`src/rtl/ptmu_pkg.sv`:
```
`timescale 1ns / 1ps
// ----------------------------------------------------------------------------
// ptmu_pkg
// Shared constants, status codes and the result item layout for the
// two-level page table updater.
// ----------------------------------------------------------------------------
package ptmu_pkg;

	// Address split: 10-bit directory index, 10-bit table index, 12-bit offset
	localparam int unsigned PAGE_OFS_W = 12;
	localparam int unsigned IDX_W      = 10;
	localparam int unsigned FRAME_W    = 20;
	localparam int unsigned ENTRY_W    = 32;
	localparam int unsigned TBL_ENTRIES = 1024;

	// Entry flags: present and writable
	localparam logic [ENTRY_W-1:0] ENTRY_FLAGS = 32'h0000_0003;
	// Directory entry after reset: writable, not present
	localparam logic [ENTRY_W-1:0] DIR_RESET   = 32'h0000_0002;
	localparam logic [FRAME_W-1:0] TAF_RESET   = 20'd256;

	localparam int unsigned NUM_TABLES_DEF = 16;

	// Stream widths
	localparam int unsigned S_TDATA_W = 64;
	localparam int unsigned S_TUSER_W = 1;
	localparam int unsigned M_TDATA_W = 48;

	// Request kinds
	localparam logic FUNC_MAP   = 1'b0;
	localparam logic FUNC_UNMAP = 1'b1;

	// Status codes
	localparam logic [2:0] STATUS_OK          = 3'd0;
	localparam logic [2:0] STATUS_VA_UNALIGN  = 3'd1;
	localparam logic [2:0] STATUS_PA_UNALIGN  = 3'd2;
	localparam logic [2:0] STATUS_NO_DIR      = 3'd3;
	localparam logic [2:0] STATUS_NOT_MAPPED  = 3'd4;
	localparam logic [2:0] STATUS_EXHAUSTED   = 3'd5;

	// Result item, last field in the lowest bits
	typedef struct packed {
		logic [1:0]         pad;
		logic [ENTRY_W-1:0] entry_value;
		logic [IDX_W-1:0]   directory_index;
		logic               table_allocated;
		logic [2:0]         status;
	} result_t;

endpackage

```
`src/rtl/ptmu_ctrl.sv`:
```
`timescale 1ns / 1ps
// ----------------------------------------------------------------------------
// ptmu_ctrl
// Request sequencer: reads the directory, claims tables, reads or writes the
// table entry, clears both memories after reset and holds the result item.
// ----------------------------------------------------------------------------
module ptmu_ctrl #(
	parameter int unsigned NUM_TABLES = ptmu_pkg::NUM_TABLES_DEF,
	parameter int unsigned SLOT_W     = 4,
	parameter int unsigned TBL_AW     = 14,
	parameter int unsigned CNT_W      = 5
) (
	input  logic                                 clk,
	input  logic                                 arst_n,
	// request stream
	input  logic                                 s_tvalid,
	output logic                                 s_tready,
	input  logic [ptmu_pkg::S_TUSER_W-1:0]       s_tuser,
	input  logic [ptmu_pkg::S_TDATA_W-1:0]       s_tdata,
	// result stream
	output logic                                 m_tvalid,
	input  logic                                 m_tready,
	output logic [ptmu_pkg::M_TDATA_W-1:0]       m_tdata,
	// table area register
	input  logic                                 cfg_we,
	input  logic [ptmu_pkg::FRAME_W-1:0]         cfg_wdata,
	// directory memory
	output logic                                 dir_we,
	output logic [ptmu_pkg::IDX_W-1:0]           dir_waddr,
	output logic [ptmu_pkg::ENTRY_W-1:0]         dir_wdata,
	output logic                                 dir_re,
	output logic [ptmu_pkg::IDX_W-1:0]           dir_raddr,
	input  logic [ptmu_pkg::ENTRY_W-1:0]         dir_rdata,
	// table memory
	output logic                                 tbl_we,
	output logic [TBL_AW-1:0]                    tbl_waddr,
	output logic [ptmu_pkg::ENTRY_W-1:0]         tbl_wdata,
	output logic                                 tbl_re,
	output logic [TBL_AW-1:0]                    tbl_raddr,
	input  logic [ptmu_pkg::ENTRY_W-1:0]         tbl_rdata
);

	localparam int unsigned FW = ptmu_pkg::FRAME_W;
	localparam int unsigned OW = ptmu_pkg::PAGE_OFS_W;
	localparam int unsigned IW = ptmu_pkg::IDX_W;
	localparam int unsigned EW = ptmu_pkg::ENTRY_W;
	localparam int unsigned CLR_LAST = NUM_TABLES * ptmu_pkg::TBL_ENTRIES - 1;

	localparam logic [1:0] S_IDLE = 2'd0;
	localparam logic [1:0] S_DIR  = 2'd1;
	localparam logic [1:0] S_TBL  = 2'd2;

	logic [1:0]        state_q;
	logic              clr_q;
	logic [TBL_AW-1:0] clr_cnt_q;
	logic [FW-1:0]     taf_q;
	logic [CNT_W-1:0]  used_q;
	logic              func_q;
	logic [EW-1:0]     va_q;
	logic [EW-1:0]     pa_q;
	logic [TBL_AW-1:0] tbl_addr_q;
	logic              out_valid_q;
	ptmu_pkg::result_t out_q;

	logic              accept;
	logic              out_free;
	logic              va_bad;
	logic              pa_bad;
	logic              present;
	logic              exhausted;
	logic [FW-1:0]     new_frame;
	logic [EW-1:0]     new_pde;
	logic [EW-1:0]     eff_pde;
	logic [FW-1:0]     slot_diff;
	logic              slot_ok;
	logic [TBL_AW-1:0] tbl_addr;
	logic              clr_dir;

	logic              finish;
	logic              go_tbl;
	logic              claim;
	ptmu_pkg::result_t res;

	assign accept   = s_tvalid && s_tready;
	assign out_free = !out_valid_q || m_tready;
	assign s_tready = (state_q == S_IDLE) && !clr_q;
	assign m_tvalid = out_valid_q;
	assign m_tdata  = out_q;

	// Decode the directory entry of the held request
	assign va_bad    = |va_q[OW-1:0];
	assign pa_bad    = |pa_q[OW-1:0];
	assign present   = dir_rdata[0];
	assign exhausted = (used_q == CNT_W'(NUM_TABLES));
	assign new_frame = taf_q + FW'(used_q);
	assign new_pde   = {new_frame, OW'(0)} | ptmu_pkg::ENTRY_FLAGS;
	assign eff_pde   = present ? dir_rdata : new_pde;
	assign slot_diff = eff_pde[EW-1:OW] - taf_q;
	assign slot_ok   = (slot_diff < FW'(NUM_TABLES));
	assign tbl_addr  = {slot_diff[SLOT_W-1:0], va_q[OW+IW-1:OW]};
	assign clr_dir   = (clr_cnt_q[TBL_AW-1:IW] == '0);

	// Work out the step, the result and the memory accesses
	always_comb begin
		finish                = 1'b0;
		go_tbl                = 1'b0;
		claim                 = 1'b0;
		res                   = '0;
		res.directory_index   = va_q[EW-1:EW-IW];
		dir_re                = accept;
		dir_raddr             = s_tdata[EW-1:EW-IW];
		dir_we                = 1'b0;
		dir_waddr             = va_q[EW-1:EW-IW];
		dir_wdata             = new_pde;
		tbl_re                = 1'b0;
		tbl_raddr             = tbl_addr;
		tbl_we                = 1'b0;
		tbl_waddr             = tbl_addr;
		tbl_wdata             = pa_q | ptmu_pkg::ENTRY_FLAGS;
		unique case (state_q)
			S_IDLE: begin
				// clear both memories after reset
				if (clr_q) begin
					tbl_we    = 1'b1;
					tbl_waddr = clr_cnt_q;
					tbl_wdata = '0;
					dir_we    = clr_dir;
					dir_waddr = clr_cnt_q[IW-1:0];
					dir_wdata = ptmu_pkg::DIR_RESET;
				end
			end
			S_DIR: begin
				if (va_bad) begin
					res.status = ptmu_pkg::STATUS_VA_UNALIGN;
					finish     = 1'b1;
				end else if (func_q == ptmu_pkg::FUNC_MAP) begin
					if (pa_bad) begin
						res.status = ptmu_pkg::STATUS_PA_UNALIGN;
					end else if (!present && exhausted) begin
						res.status = ptmu_pkg::STATUS_EXHAUSTED;
					end else begin
						res.status          = ptmu_pkg::STATUS_OK;
						res.table_allocated = !present;
						res.entry_value     = pa_q | ptmu_pkg::ENTRY_FLAGS;
						claim               = !present && out_free;
						dir_we              = !present && out_free;
						tbl_we              = slot_ok && out_free;
					end
					finish = 1'b1;
				end else begin
					if (!present) begin
						res.status = ptmu_pkg::STATUS_NO_DIR;
						finish     = 1'b1;
					end else if (!slot_ok) begin
						res.status = ptmu_pkg::STATUS_NOT_MAPPED;
						finish     = 1'b1;
					end else begin
						tbl_re = 1'b1;
						go_tbl = 1'b1;
					end
				end
			end
			S_TBL: begin
				if (!tbl_rdata[0]) begin
					res.status = ptmu_pkg::STATUS_NOT_MAPPED;
				end else begin
					res.status      = ptmu_pkg::STATUS_OK;
					res.entry_value = {tbl_rdata[EW-1:1], 1'b0};
					tbl_we          = out_free;
					tbl_waddr       = tbl_addr_q;
					tbl_wdata       = {tbl_rdata[EW-1:1], 1'b0};
				end
				finish = 1'b1;
			end
			default: begin
			end
		endcase
	end

	// Sequencer, clearing pass, table counter and output register
	always_ff @(posedge clk or negedge arst_n) begin
		if (!arst_n) begin
			state_q     <= S_IDLE;
			clr_q       <= 1'b1;
			clr_cnt_q   <= '0;
			taf_q       <= ptmu_pkg::TAF_RESET;
			used_q      <= '0;
			out_valid_q <= 1'b0;
		end else begin
			if (cfg_we) begin
				taf_q <= cfg_wdata;
			end
			if (clr_q) begin
				clr_cnt_q <= clr_cnt_q + TBL_AW'(1);
				if (clr_cnt_q == TBL_AW'(CLR_LAST)) begin
					clr_q <= 1'b0;
				end
			end
			if (claim) begin
				used_q <= used_q + CNT_W'(1);
			end
			if (finish && out_free) begin
				out_valid_q <= 1'b1;
			end else if (m_tready) begin
				out_valid_q <= 1'b0;
			end
			unique case (state_q)
				S_IDLE: begin
					if (accept) begin
						state_q <= S_DIR;
					end
				end
				S_DIR: begin
					if (go_tbl) begin
						state_q <= S_TBL;
					end else if (out_free) begin
						state_q <= S_IDLE;
					end
				end
				S_TBL: begin
					if (out_free) begin
						state_q <= S_IDLE;
					end
				end
				default: begin
					state_q <= S_IDLE;
				end
			endcase
		end
	end

	// Capture the request and the result payload
	always_ff @(posedge clk) begin
		if (accept) begin
			func_q <= s_tuser[0];
			va_q   <= s_tdata[EW-1:0];
			pa_q   <= s_tdata[2*EW-1:EW];
		end
		if (go_tbl) begin
			tbl_addr_q <= tbl_addr;
		end
		if (finish && out_free) begin
			out_q <= res;
		end
	end

endmodule

```
`config.mk`:
```
export PLATFORM = sky130hd
export DESIGN_NAME = ptmu_ctrl
export DESIGN_NICKNAME = d
export VERILOG_FILES = /design/src/rtl/ptmu_pkg.sv /design/src/rtl/ptmu_ctrl.sv
export SDC_FILE = /design/constraint.sdc
export NUM_CORES = 1
export LEC_CHECK = 0
export ABC_AREA = 1
export BUFFER_PORTS_ARGS = -buffer_cell sky130_fd_sc_hd__buf_2
export CORE_MARGIN = 3
export CORE_UTILIZATION = 55
export CTS_BUF_LIST = sky130_fd_sc_hd__clkbuf_8 sky130_fd_sc_hd__clkbuf_16
export DETAILED_ROUTE_END_ITERATION = 10
export PLACE_DENSITY = 0.87
export SLEW_MARGIN = 40
export SYNTH_ARGS = -nofsm -noshare
export SYNTH_HDL_FRONTEND = slang
export SYNTH_SLANG_ARGS = --single-unit
```
`constraint.sdc`:
```
create_clock -name clk -period 13.6 [get_ports clk]
set_input_delay 2.72 -clock clk [delete_from_list [all_inputs] [get_ports clk]]
set_output_delay 2.72 -clock clk [all_outputs]
set_load 0.05 [all_outputs]
```
==> results.txt, run 1 <==
- Run status: completed
- The tree is rooted in a sky130_fd_sc_hd__clkbuf_16.
- In this run, the number of DRC markers left after iteration 0 of detailed routing was 625.
- STA classifies the critical path endpoint as a primary output.
- Number of warnings reported in the yosys synthesis log: 0
- Top Ports: 320
- Routability-driven placement finished with a final weighted congestion of 0.892.
- CTS hold repair buffers: 0
* Filler cell count in the final layout: 1225
- FF+latch count, synth: 168
* Min Clock Period, post-route: 9.26 ns
* Final design utilization: 70.1%
* Via count of the first global-routing pass: 7883
* Clock buffer count from CTS: 17
* Hold WC Path Type: flip-flop to flip-flop
- Core area: 16100 sq um
- The total overflow left after global routing is 0.
- Sequential-to-total area share from yosys stat: 52.7%
- Synthesized instance count: 1038
- Die outline width: 135 um
* Ys flop type: sky130_fd_sc_hd__edfxtp_1
- Maximum buffer depth of the clock tree: 2
- DP Cell Count: 1502
* Sink count of the clock tree: 168
- For the pin with the worst max-slew slack, the measured transition is 0.677 ns.
* R2R Path Start: used_q[0]
- Clock latency on the worst-skew pair: 0.43 ns
- Number of levels the H-tree was split into: 4
* Number of cells on the worst hold path: 0
- Using the TritonRoute via totals, the vias-per-cell ratio works out to 5.29.
* Crit path launch type: input port
- Measured in cells, the most critical reg-to-reg path has a length of 24.
* Static Leak: 5.57 nW
- The worst hold path begins at va_q[24].
- Once detail routing completed, the nets flagged for antenna violations numbered 0.
* Total wirelength of the detailed-routed design: 24400 um
- HPWL Detailed: 18300 um
* Final standard cell area without fillers: 11300 sq um
* Most common library cell in the layout ignoring fill and taps: sky130_fd_sc_hd__buf_2
- Finished Layout Cells: 1535
- Clk slew on worst S/H paths: 0.07 ns
- DIE AREA: 18200 sq um
- The setup path with the least slack is of type input port to primary output.
* Final Hold Violating Endpoints: 0
- Largest fanout of any net on the critical path: 41
- The number of max-slew violations in the final report was 0.
* Setup TNS: 0 ns
- Global routing used 26.0% of the available tracks across all layers.
- Met3 Wirelength: 1840 um
- IR Drop Worst-Case VDD: 0.000178 V
- Once routing completed, OpenROAD measured the worst setup slack at 4.34 ns.
- Remaining max-slew budget at the tightest pin: 54.8%
- The highest metal layer carrying signal wires in the routed design is met4.
* Initial antenna violation count: 1
- Once the floorplan was initialized, standard cells occupied 56.9% of the core.
- Crit path arrival time: 6.54 ns
- Based on the critical path, the design can be clocked at up to 0.108 GHz.
* Nets@finish: 1492
- Required time at the worst-slack endpoint: 10.88 ns
* Ratio of cells with drive above 1 in the final layout: 27.5%
* Layout overhead on the synthesized area: 23.3%
- The detailed router put a total of 9610 um of wire on met1.
* Post-Place Cell Area: 10600 sq um
- Async SR Flop Fraction: 25.6%
- The first global-routing pass estimated 37900 um of wire.
- Largest net degree at the start of global routing: 67
- Total DRC errors in the routed layout: 0
* Unique cell type count in the Yosys netlist: 42
- The mapped netlist covers 9160 sq um.
- Maximum clock skew at final layout: 0.0136 ns
- In this run the post-CTS setup repair buffer count came out at 0.
- Number of rows created at floorplan: 46
* Dominant cells by area after synthesis: sky130_fd_sc_hd__edfxtp_1 41%, sky130_fd_sc_hd__dfrtp_1 11%, sky130_fd_sc_hd__nand2_1 11%
* Die Height: 135 um
* Number of vias in the routed layout: 8123
- Number of search-and-repair iterations in the first detailed-routing pass: 7
* Pre-CTS worst setup slack: 4.37 ns
* Power per unit of standard cell area: 183 nW/um^2
- The most critical setup path has its startpoint at dir_rdata[0].
- The library cells used most frequently in the layout, excluding fill and tap cells, are 294 x sky130_fd_sc_hd__buf_2, 269 x sky130_fd_sc_hd__nand2_1, 143 x sky130_fd_sc_hd__inv_1, 125 x sky130_fd_sc_hd__edfxtp_1, 70 x sky130_fd_sc_hd__o21ai_0.
* Post-route total power: 2.07 mW
- Count of buffers from port buffering: 295
- Largest area contributor in the netlist: sky130_fd_sc_hd__edfxtp_1
* Number of failing setup endpoints in the final timing report: 0
* DR WL/cell: 15.9 um
- Routed length on met2: 12200 um
- Worst hold slack: 0.455 ns
- TritonCTS built the clock tree.
- Period Utilization, post-route: 68.1%
* Max_cap viols: 0
- RSZ-0062 raised after global routing: false
* Synthesized area divided by synthesized cell count: 8.83 sq um
- PostCTS Resize Cnt: 0
* Number of synthesized flops with an enable pin: 125
- The top cell type by area accounts for 41.0% of the synthesized area.
## where the power goes
group          internal (mW)  switching, mW  leakage [nW]
Combinational          0.173          0.694          3.52
Sequential             0.651         0.0266          1.74
Clock                  0.304          0.218         0.311
## layout make-up
class | count | area [sq um] | area share (%)
diodes | 1 | 2.50 | 0.0222
clock buffers | 18 | 439 | 3.89
clock inverters | 14 | 209 | 1.85
inverters | 151 | 568 | 5.03
multi-input cells | 670 | 3480 | 30.8
flip-flops and latches | 168 | 4830 | 42.8
well taps | 216 | 270 | 2.39
repair buffers | 297 | 1500 | 13.3
## critical path, cell delays in order
cell                      delay, ns
sky130_fd_sc_hd__buf_2         0.50
sky130_fd_sc_hd__inv_1         0.31
sky130_fd_sc_hd__nand2_1       0.12
sky130_fd_sc_hd__o21ai_0       0.09
sky130_fd_sc_hd__ha_1          0.22
sky130_fd_sc_hd__fa_1          0.41
sky130_fd_sc_hd__inv_1         0.11
sky130_fd_sc_hd__nand3_1       0.10
sky130_fd_sc_hd__nand2_2       0.11
sky130_fd_sc_hd__nand2_1       0.07
sky130_fd_sc_hd__nand3_1       0.07
sky130_fd_sc_hd__nand2_1       0.09
sky130_fd_sc_hd__nor2_1        0.12
sky130_fd_sc_hd__nand2_1       0.06
sky130_fd_sc_hd__nor2_1        0.13
sky130_fd_sc_hd__nand3_1       0.11
sky130_fd_sc_hd__nor2_2        0.13
sky130_fd_sc_hd__nand4_1       0.13
sky130_fd_sc_hd__inv_1         0.53
sky130_fd_sc_hd__buf_2         0.39
## synthesized netlist by cell type, drive strengths merged (2+ instances only)
| cell type | number |
|---|---|
| o211ai | 2 |
| conb | 2 |
| o22ai | 26 |
| nand3 | 52 |
| buf | 34 |
| and2 | 3 |
| a21oi | 25 |
| xor2 | 27 |
| nand2 | 281 |
| ha | 31 |
| dfstp | 2 |
| xnor2 | 7 |
| nand4 | 13 |
| nand3b | 4 |
| nor4 | 8 |
| nor3 | 18 |
| fa | 2 |
| o21bai | 2 |
| o21ai | 73 |
| dfrtp | 41 |
| edfxtp | 125 |
| o31ai | 2 |
| nor2 | 72 |
| mux2 | 2 |
| inv | 150 |
| clkbuf | 26 |
## state kept, by name, indices dropped and copies added, names as in the netlist
| signal | flops |
|---|---|
| tbl_addr_q | 14 |
| m_tdata | 46 |
| state_q | 2 |
| pa_q | 32 |
| clr_q | 1 |
| clr_cnt_q | 14 |
| va_q | 32 |
| taf_q | 20 |
| m_tvalid | 1 |
| func_q | 1 |
| used_q | 5 |
## cells by family (layout without fill, tap and decap cells)
| family | count (synthesis) | count (layout) | share of synthesized area (%) |
|---|---|---|---|
| mux | 2 | 2 | 0.246 |
| other cells | 2 | 14 | 0.0820 |
| compound gates | 135 | 135 | 8.13 |
| simple gates | 453 | 453 | 20.9 |
| xor+xnor | 34 | 34 | 3.25 |
| fa+ha+maj | 33 | 33 | 4.67 |
| buf+inv | 211 | 480 | 10.0 |
| flops | 168 | 168 | 52.7 |
## worst paths after layout
kind                       slack (ns)          end
max                              4.34       tbl_re
min                              0.45   m_tdata[6]
max reg2reg                      8.45  m_tdata[17]
min reg2reg                      0.45   m_tdata[6]
max in group asynchronous       10.88   state_q[1]
min in group asynchronous        2.29    taf_q[10]
## metal layers
layer / up-vias / GRT usage [%]
met5: - / 0
li1: 3917 / -
met3: 57 / 5.18
met4: 0 / 9.91
met2: 387 / 45.2
met1: 3762 / 32.3
Power figures use the tool's default switching activity.
==> run 2: changes to the inputs <==
- ABC_AREA: 1 -> 0
- CORE_UTILIZATION: 55 -> 46
- PLACE_DENSITY: 0.87 -> 0.77
- clock period: 13.6 -> 8.45 ns (I/O delays scaled with it)
==> results.txt, run 2 <==
* Run status: completed
- Number of search-and-repair iterations in the first detailed-routing pass: 6
- The cell area that synthesis handed to floorplanning was 9370 sq um.
- Unique cell type count in the Yosys netlist: 78
* Adder and majority cell fraction of the synthesized area: 4.57%
* Number of rows created at floorplan: 51
* Critical path class: flip-flop to primary output
* Clock latency on the worst-skew pair: 0.42 ns
- The synthesized design contains 168 register bits.
- Global routing used 22.9% of the available tracks across all layers.
- The tree is rooted in a sky130_fd_sc_hd__clkbuf_16.
- The detail route stage leaves a number of antenna-violating nets equal to 0.
- VDD sags by at most 0.000214 V.
- The filler cells instantiated in the layout total 1669.
* Dominant combinational cell family by area after synthesis: simple AND/OR/NAND/NOR gates
- The worst pin sits at a relative slew slack of 48.6%.
* Number of cells traversed by the worst register-to-register path: 22
* Power per unit of standard cell area: 298 nW/um^2
- Finished Layout Cells: 1403
- The min-delay analysis places its worst path in the category flip-flop to flip-flop.
- Number of cells on the worst hold path: 0
- Largest net degree at the start of global routing: 66
- The synthesized netlist devotes 15.7% of its cell area to compound gates.
* Maximum buffer depth of the clock tree: 2
* R2R Setup Slk: 2.31 ns
- Data on the critical path is required at its endpoint by 6.76 ns.
- From synthesis to final layout, the design area changed by 22.5%.
- Summing the areas of all and, or, nand and nor instances in the mapped netlist gives 15.9% of the synthesized area.
- Die outline width: 149 um
- HPWL Detailed: 19400 um
- Among all cell types in the netlist, the one instantiated most often is sky130_fd_sc_hd__edfxtp_1.
- In this run the number of H-tree levels came out at 4.
- Number of failing setup endpoints in the final timing report: 0
- After synthesis, the share of cell area in mux cells is 2.15%.
- Leading cell types in the layout, fill and taps excluded: 294 x sky130_fd_sc_hd__buf_2, 125 x sky130_fd_sc_hd__edfxtp_1, 92 x sky130_fd_sc_hd__nand2_1, 46 x sky130_fd_sc_hd__inv_1, 45 x sky130_fd_sc_hd__o21ai_0
* Largest fanout of any net on the critical path: 11
* Number of flip-flops under the largest register name: 46
* Nets@finish: 1311
- Synthesized instance count: 868
- DP Cell Count: 1370
* Peak clock frequency supported by timing: 0.127 GHz
- DR WL/cell: 18.6 um
- Among all flip-flop cells after synthesis, the most frequent one is sky130_fd_sc_hd__edfxtp_1.
* Most frequent cells after synthesis: 125 x sky130_fd_sc_hd__edfxtp_1, 92 x sky130_fd_sc_hd__nand2_1, 48 x sky130_fd_sc_hd__inv_1
- Startpoint of the worst hold path: va_q[23]
* Fraction of post-synthesis cell area in the top cell type by area: 40.1%
- In this run, CTS created clock tree buffers numbering 17.
- RSZ-0062 raised after global routing: false
- Number of vias in the routed layout: 7773
- In this run, post-CTS hold repair placed 0 buffers.
- The initial antenna violation count was 2.
- DIE AREA: 22100 sq um
- Of the available clock period, the critical path in the final layout requires 93.5%.
- Vias per inst: 5.54
- Multi-input logic area: 4010 sq um
* Number of post-CTS setup repair buffers: 0
* Clk slew on worst S/H paths: 0.08 ns
- Total wirelength of the detailed-routed design: 26100 um
* Area used by sequential logic in the layout: 4830 sq um
- The worst hold path terminates at m_tdata[5].
- Measured on the finished design, the core utilization comes to 58.2%.
- Synthesized area divided by synthesized cell count: 10.8 sq um
- Final RePlAce weighted congestion: 0.916
* R2R Path Start: used_q[0]
- For this run, the number of Yosys warnings is 0.
- Global-route wire length before repair: 39800 um
- Setup TNS: 0 ns
- The number of endpoints with negative hold slack in the final report is 0.
- STA classifies the critical path endpoint as a primary output.
- Crit path arrival time: 6.21 ns
- The number of max-slew violations in the final report is 0.
* Core area: 19700 sq um
- The first routing iteration left 465 violations.
- Dominant cells by area after synthesis: sky130_fd_sc_hd__edfxtp_1 40%, sky130_fd_sc_hd__dfrtp_1 11%, sky130_fd_sc_hd__ha_1 4.1%
- FF-to-FF End: m_tdata[14]
- Sink count of the clock tree: 168
* Global-route congestion overflow total: 0
* Total DRC errors in the routed layout: 0
- Max-cap violations in this run came to 0.
- The synthesized design spends more area on one cell type than any other, namely sky130_fd_sc_hd__edfxtp_1.
- Maximum clock skew at final layout: 0.0127 ns
- Transition time at the pin with the least slew margin: 0.766 ns
- 320 I/O pins were placed.
- Async SR Flop Fraction: 25.6%
- The count of buffers added on input and output ports is 295.
- Sequential-to-total area share from yosys stat: 51.6%
- Ratio of cells with drive above 1 in the final layout: 33.2%
- Crit path launch type: flip-flop
- Most common library cell in the layout ignoring fill and taps: sky130_fd_sc_hd__buf_2
* Xor and xnor fraction of the mapped netlist area: 3.46%
* Die Height: 149 um
- Starting density of the core: 47.5%
- Summed over all cells, the static leakage comes to 5.08 nW.
* CTS tree: yes
* Number of synthesized flops with an enable pin: 125
- Min Clock Period, post-route: 7.90 ns
* Via count of the first global-routing pass: 7517
## run 2: per-layer routing
layer	part of all wire [%]	vias to the layer above	global-route usage, %
met4	2.2	2	7.44
li1	-	3681	-
met3	8.6	46	5.88
met5	0.027	-	0
met2	48	342	37.3
met1	41	3702	30.1
## run 2: critical path, stage by stage (launching register included)
cell                        delay [ns]
sky130_fd_sc_hd__dfrtp_1          0.42
sky130_fd_sc_hd__ha_1             0.23
sky130_fd_sc_hd__inv_1            0.07
sky130_fd_sc_hd__fa_1             0.41
sky130_fd_sc_hd__nor2b_1          0.12
sky130_fd_sc_hd__o21ai_0          0.11
sky130_fd_sc_hd__a21oi_1          0.19
sky130_fd_sc_hd__o21ai_0          0.19
sky130_fd_sc_hd__nor2_2           0.29
sky130_fd_sc_hd__nand4_1          0.15
sky130_fd_sc_hd__xnor2_1          0.15
sky130_fd_sc_hd__mux2_2           0.27
sky130_fd_sc_hd__ha_1             0.45
sky130_fd_sc_hd__and3_2           0.26
sky130_fd_sc_hd__nand2_1          0.11
sky130_fd_sc_hd__a211oi_1         0.34
sky130_fd_sc_hd__a2111oi_0        0.15
sky130_fd_sc_hd__a21o_1           0.20
sky130_fd_sc_hd__or4b_1           0.49
sky130_fd_sc_hd__or4b_1           0.53
sky130_fd_sc_hd__nor4_4           0.31
sky130_fd_sc_hd__buf_2            0.34
## run 2: cell families (layout without fill, tap and decap cells)
| logic type | Yosys count | after routing |
|---|---|---|
| other | 2 | 14 |
| DFF | 168 | 168 |
| buffers and inverters | 123 | 381 |
| adders and majority gates | 33 | 33 |
| xor gates and xnor gates | 37 | 37 |
| and+or+nand+nor | 285 | 285 |
| AOI/OAI and AO/OA | 202 | 202 |
| muxes | 18 | 18 |
## run 2: report_power, final
part / leakage, nW / switching [mW] / internal (mW) / total [mW]
clock network: 0.288 / 0.361 / 0.403 / 0.765
logic: 3.07 / 1.17 / 0.356 / 1.53
registers: 1.72 / 0.0595 / 1.07 / 1.13
## run 2: worst max-delay path by stage
stage	slack (ns)	end	cells past startpoint	start
global route	0.12	tbl_re	22	used_q[0]
global placement	0.78	tbl_re	12	dir_rdata[0]
detailed placement	0.79	tbl_re	12	dir_rdata[0]
finish	0.55	tbl_re	21	used_q[0]
CTS	0.45	tbl_re	22	used_q[0]
floorplan	0.14	tbl_re	13	dir_rdata[0]
## run 2: repair_timing
action,CTS,global route
endpoints found under the setup margin,0,1
gates resized for setup,0,1
hold endpoints to repair,0,0
## run 2: stage by stage
step | total power, mW | cell area [sq um] | hold WS [ns] | setup WS (ns)
finish | 3.42 | 11500 | 0.453 | 0.553
floorplan | 2.30 | 9410 | 0.426 | 0.141
global route | 3.57 | 11500 | 0.460 | 0.116
global placement | 2.66 | 10900 | 0.430 | 0.783
detailed placement | 2.67 | 10900 | 0.438 | 0.786
CTS | 3.44 | 11500 | 0.456 | 0.452
## run 2: layout make-up
cell class | instances | area share, %
tap | 265 | 2.89
multi-input combinational | 588 | 35.0
clock inverter | 14 | 1.32
antenna | 1 | 0.0218
clock buffer | 18 | 3.83
sequential | 168 | 42.1
timing repair buffer | 301 | 13.3
inverter | 48 | 1.57
==> run 3: changes to the inputs <==
- CORE_UTILIZATION: 46 -> 55
- PLACE_DENSITY: 0.77 -> 0.86
- clock period: 8.45 -> 9.38 ns (I/O delays scaled with it)
==> results.txt, run 3 (synthesis gave the netlist of run 2 again) <==
- After floorplanning, the core was sized to cover 16600 sq um.
- DP Cell Count: 1325
- Per report_power, the clock group accounts for 23.4% of the total.
- Via count of the first global-routing pass: 7552
- Transition time at the pin with the least slew margin: 0.781 ns
* Largest net degree at the start of global routing: 67
* Peak clock frequency supported by timing: 0.118 GHz
- Global routing finished with a remaining overflow of 0.
- Final Max Slew Viols: 0
* Most common library cell in the layout ignoring fill and taps: sky130_fd_sc_hd__buf_2
- Min Clock Period, post-route: 8.46 ns
- Number of rows created at floorplan: 47
- Multi-input logic area: 3990 sq um
- Number of post-CTS setup repair buffers: 0
* Max_cap viols: 0
- TritonCTS built the clock tree.
- Power per unit of standard cell area: 273 nW/um^2
* Maximum buffer depth of the clock tree: 2
- Initial drt markers: 710
- RSZ-0062 raised after global routing: false
* Clock latency on the worst-skew pair: 0.43 ns
- Nets@finish: 1311
- Hold timing on the final database bottoms out at a slack of 0.452 ns.
* HPWL Detailed: 19300 um
- Combinational group share of total power: 44.0%
- 0 antenna diodes ended up in the layout.
- Global-route wire length before repair: 40000 um
- The number of endpoints with negative hold slack in the final report came to 0.
- Master cell of the clock root buffer: sky130_fd_sc_hd__clkbuf_16
- After routing, the total negative slack on setup checks comes to 0 ns.
* Area used by sequential logic in the layout: 4830 sq um
- The first TritonRoute pass finished after 9 iterations.
- Pin placement for this block handled 320 I/O pins.
- Count of buffers from port buffering: 295
* Required time at the worst-slack endpoint: 7.50 ns
* Critical path class: flip-flop to primary output
- Sequential group share of total power: 32.6%
* PostCTS Resize Cnt: 0
- The run finished with clean final reports.
- Dividing the final minimum period by the clock period gives 90.2%.
- Leading cell types in the layout, fill and taps excluded: 294 x sky130_fd_sc_hd__buf_2, 125 x sky130_fd_sc_hd__edfxtp_1, 92 x sky130_fd_sc_hd__nand2_1, 47 x sky130_fd_sc_hd__inv_1, 45 x sky130_fd_sc_hd__o21ai_0
- The post-route netlist has 33.0% of its cells at a drive strength greater than 1.
* Finished Layout Cells: 1357
- The register with the most flip-flops in the layout has 46 of them.
- Clk slew on worst S/H paths: 0.07 ns
- Dividing the detail-routed via count by the number of cells gives 5.87.
- IR analysis of the VDD net gives a maximum drop of 0.000177 V.
- Post-Place Cell Area: 10800 sq um
- Net switching is 46.0% of the power.
* Crit path arrival time: 6.58 ns
* Final RePlAce weighted congestion: 0.942
- CTS hold repair buffers: 0
- The routed layout has 7971 vias.
- Die outline width: 137 um
- Static Leak: 5.09 nW
- In this run the tightest slew margin relative to its limit is 47.6%.
- Counting the buffers created by CTS gives 17.
- CTS built an H-tree with a depth of 4.
- Sink count of the clock tree: 168
- Maximum clock skew at final layout: 0.0117 ns
- Layout overhead on the synthesized area: 21.9%
* Filler cell count in the final layout: 1252
- Category of the worst setup path capture point: primary output
- Starting density of the core: 56.3%
- The worst setup path is launched from a flip-flop.
- DR WL/cell: 19.6 um
- Aggregate global-route resource usage: 27.8%
- The internal power of the cells totals 1.69 mW.
* Total wirelength of the detailed-routed design: 26600 um
* DIE AREA: 18600 sq um
* Total DRC errors in the routed layout: 0
- Number of failing setup endpoints in the final timing report: 0
- Summing all non-filler instances in the final layout gives an area of 11400 sq um.
* Number of nets still failing antenna checks after routing: 0
- NetSw: 1.44 mW
- Summing internal, switching and leakage power gives 3.12 mW.
* Hold WC Path Type: flip-flop to flip-flop
- Initial antenna violation count: 1
- Die Height: 137 um
* Largest fanout of any net on the critical path: 15
run 3: critical path, cell delays in order, from the launching register on:
cell                       delay [ns]
sky130_fd_sc_hd__dfrtp_1         0.41
sky130_fd_sc_hd__ha_1            0.22
sky130_fd_sc_hd__inv_1           0.07
sky130_fd_sc_hd__fa_1            0.41
sky130_fd_sc_hd__nor2b_1         0.12
sky130_fd_sc_hd__o21ai_0         0.10
sky130_fd_sc_hd__a21oi_1         0.22
sky130_fd_sc_hd__o21ai_0         0.18
sky130_fd_sc_hd__nor2_1          0.40
sky130_fd_sc_hd__nand4_1         0.19
sky130_fd_sc_hd__xnor2_1         0.18
sky130_fd_sc_hd__mux2_2          0.28
sky130_fd_sc_hd__ha_1            0.47
sky130_fd_sc_hd__a21oi_1         0.17
sky130_fd_sc_hd__o21ai_0         0.28
sky130_fd_sc_hd__a21oi_1         0.11
sky130_fd_sc_hd__o21a_1          0.19
sky130_fd_sc_hd__a21boi_0        0.23
sky130_fd_sc_hd__nor2_1          0.08
sky130_fd_sc_hd__or4b_1          0.45
sky130_fd_sc_hd__or4b_1          0.52
sky130_fd_sc_hd__nor4_4          0.27
sky130_fd_sc_hd__buf_4           0.28
sky130_fd_sc_hd__buf_2           0.31
run 3: path summary, 6_finish.rpt:
| check | start | to | slack [ns] | cells past startpoint |
|---|---|---|---|---|
| worst min-delay path | va_q[24] | m_tdata[6] | 0.45 | 0 |
| max in group asynchronous | arst_n | clr_cnt_q[3] | 7.48 | 1 |
| worst min register to register | va_q[24] | m_tdata[6] | 0.45 | 0 |
| worst max register to register | used_q[0] | m_tdata[42] | 3.08 | 22 |
| worst max-delay path | used_q[0] | tbl_re | 0.92 | 23 |
| min in group asynchronous | arst_n | taf_q[9] | 1.45 | 1 |
run 3: metal layers:
metal  global-route usage (%)  wire length, um  vias up
met5                        0                7        -
met4                     10.2              751        2
li1                         -                -     3690
met2                     44.3            13000      436
met1                     36.5            10400     3789
met3                     7.54             2340       54
run 3: power groups by stage:
stage | logic, mW | clock network, mW | registers [mW]
2_1_floorplan | 0.837 | 0 | 1.23
3_3_place_gp | 1.35 | 0 | 1.02
3_5_place_dp | 1.36 | 0 | 1.03
4_1_cts | 1.37 | 0.741 | 1.02
5_1_grt | 1.45 | 0.774 | 1.03
6_report | 1.37 | 0.730 | 1.02
run 3: stage by stage:
| stage | utilization [%] | setup slack (ns) |
|---|---|---|
| final | 68.6 | 0.920 |
| after global routing | 68.6 | 0.484 |
| after CTS | 68.6 | 0.988 |
| after detailed placement | 64.9 | 1.15 |
| after global placement | 64.8 | 1.18 |
| after floorplan | - | 0.699 |
run 3: final cells by class:
| cell class | instances | share of cell area [%] |
|---|---|---|
| inverter | 48 | 1.58 |
| multi-input combinational | 588 | 35.0 |
| timing repair buffer | 301 | 13.4 |
| tap | 220 | 2.41 |
| clock inverter | 15 | 1.64 |
| clock buffer | 17 | 3.73 |
| sequential | 168 | 42.3 |
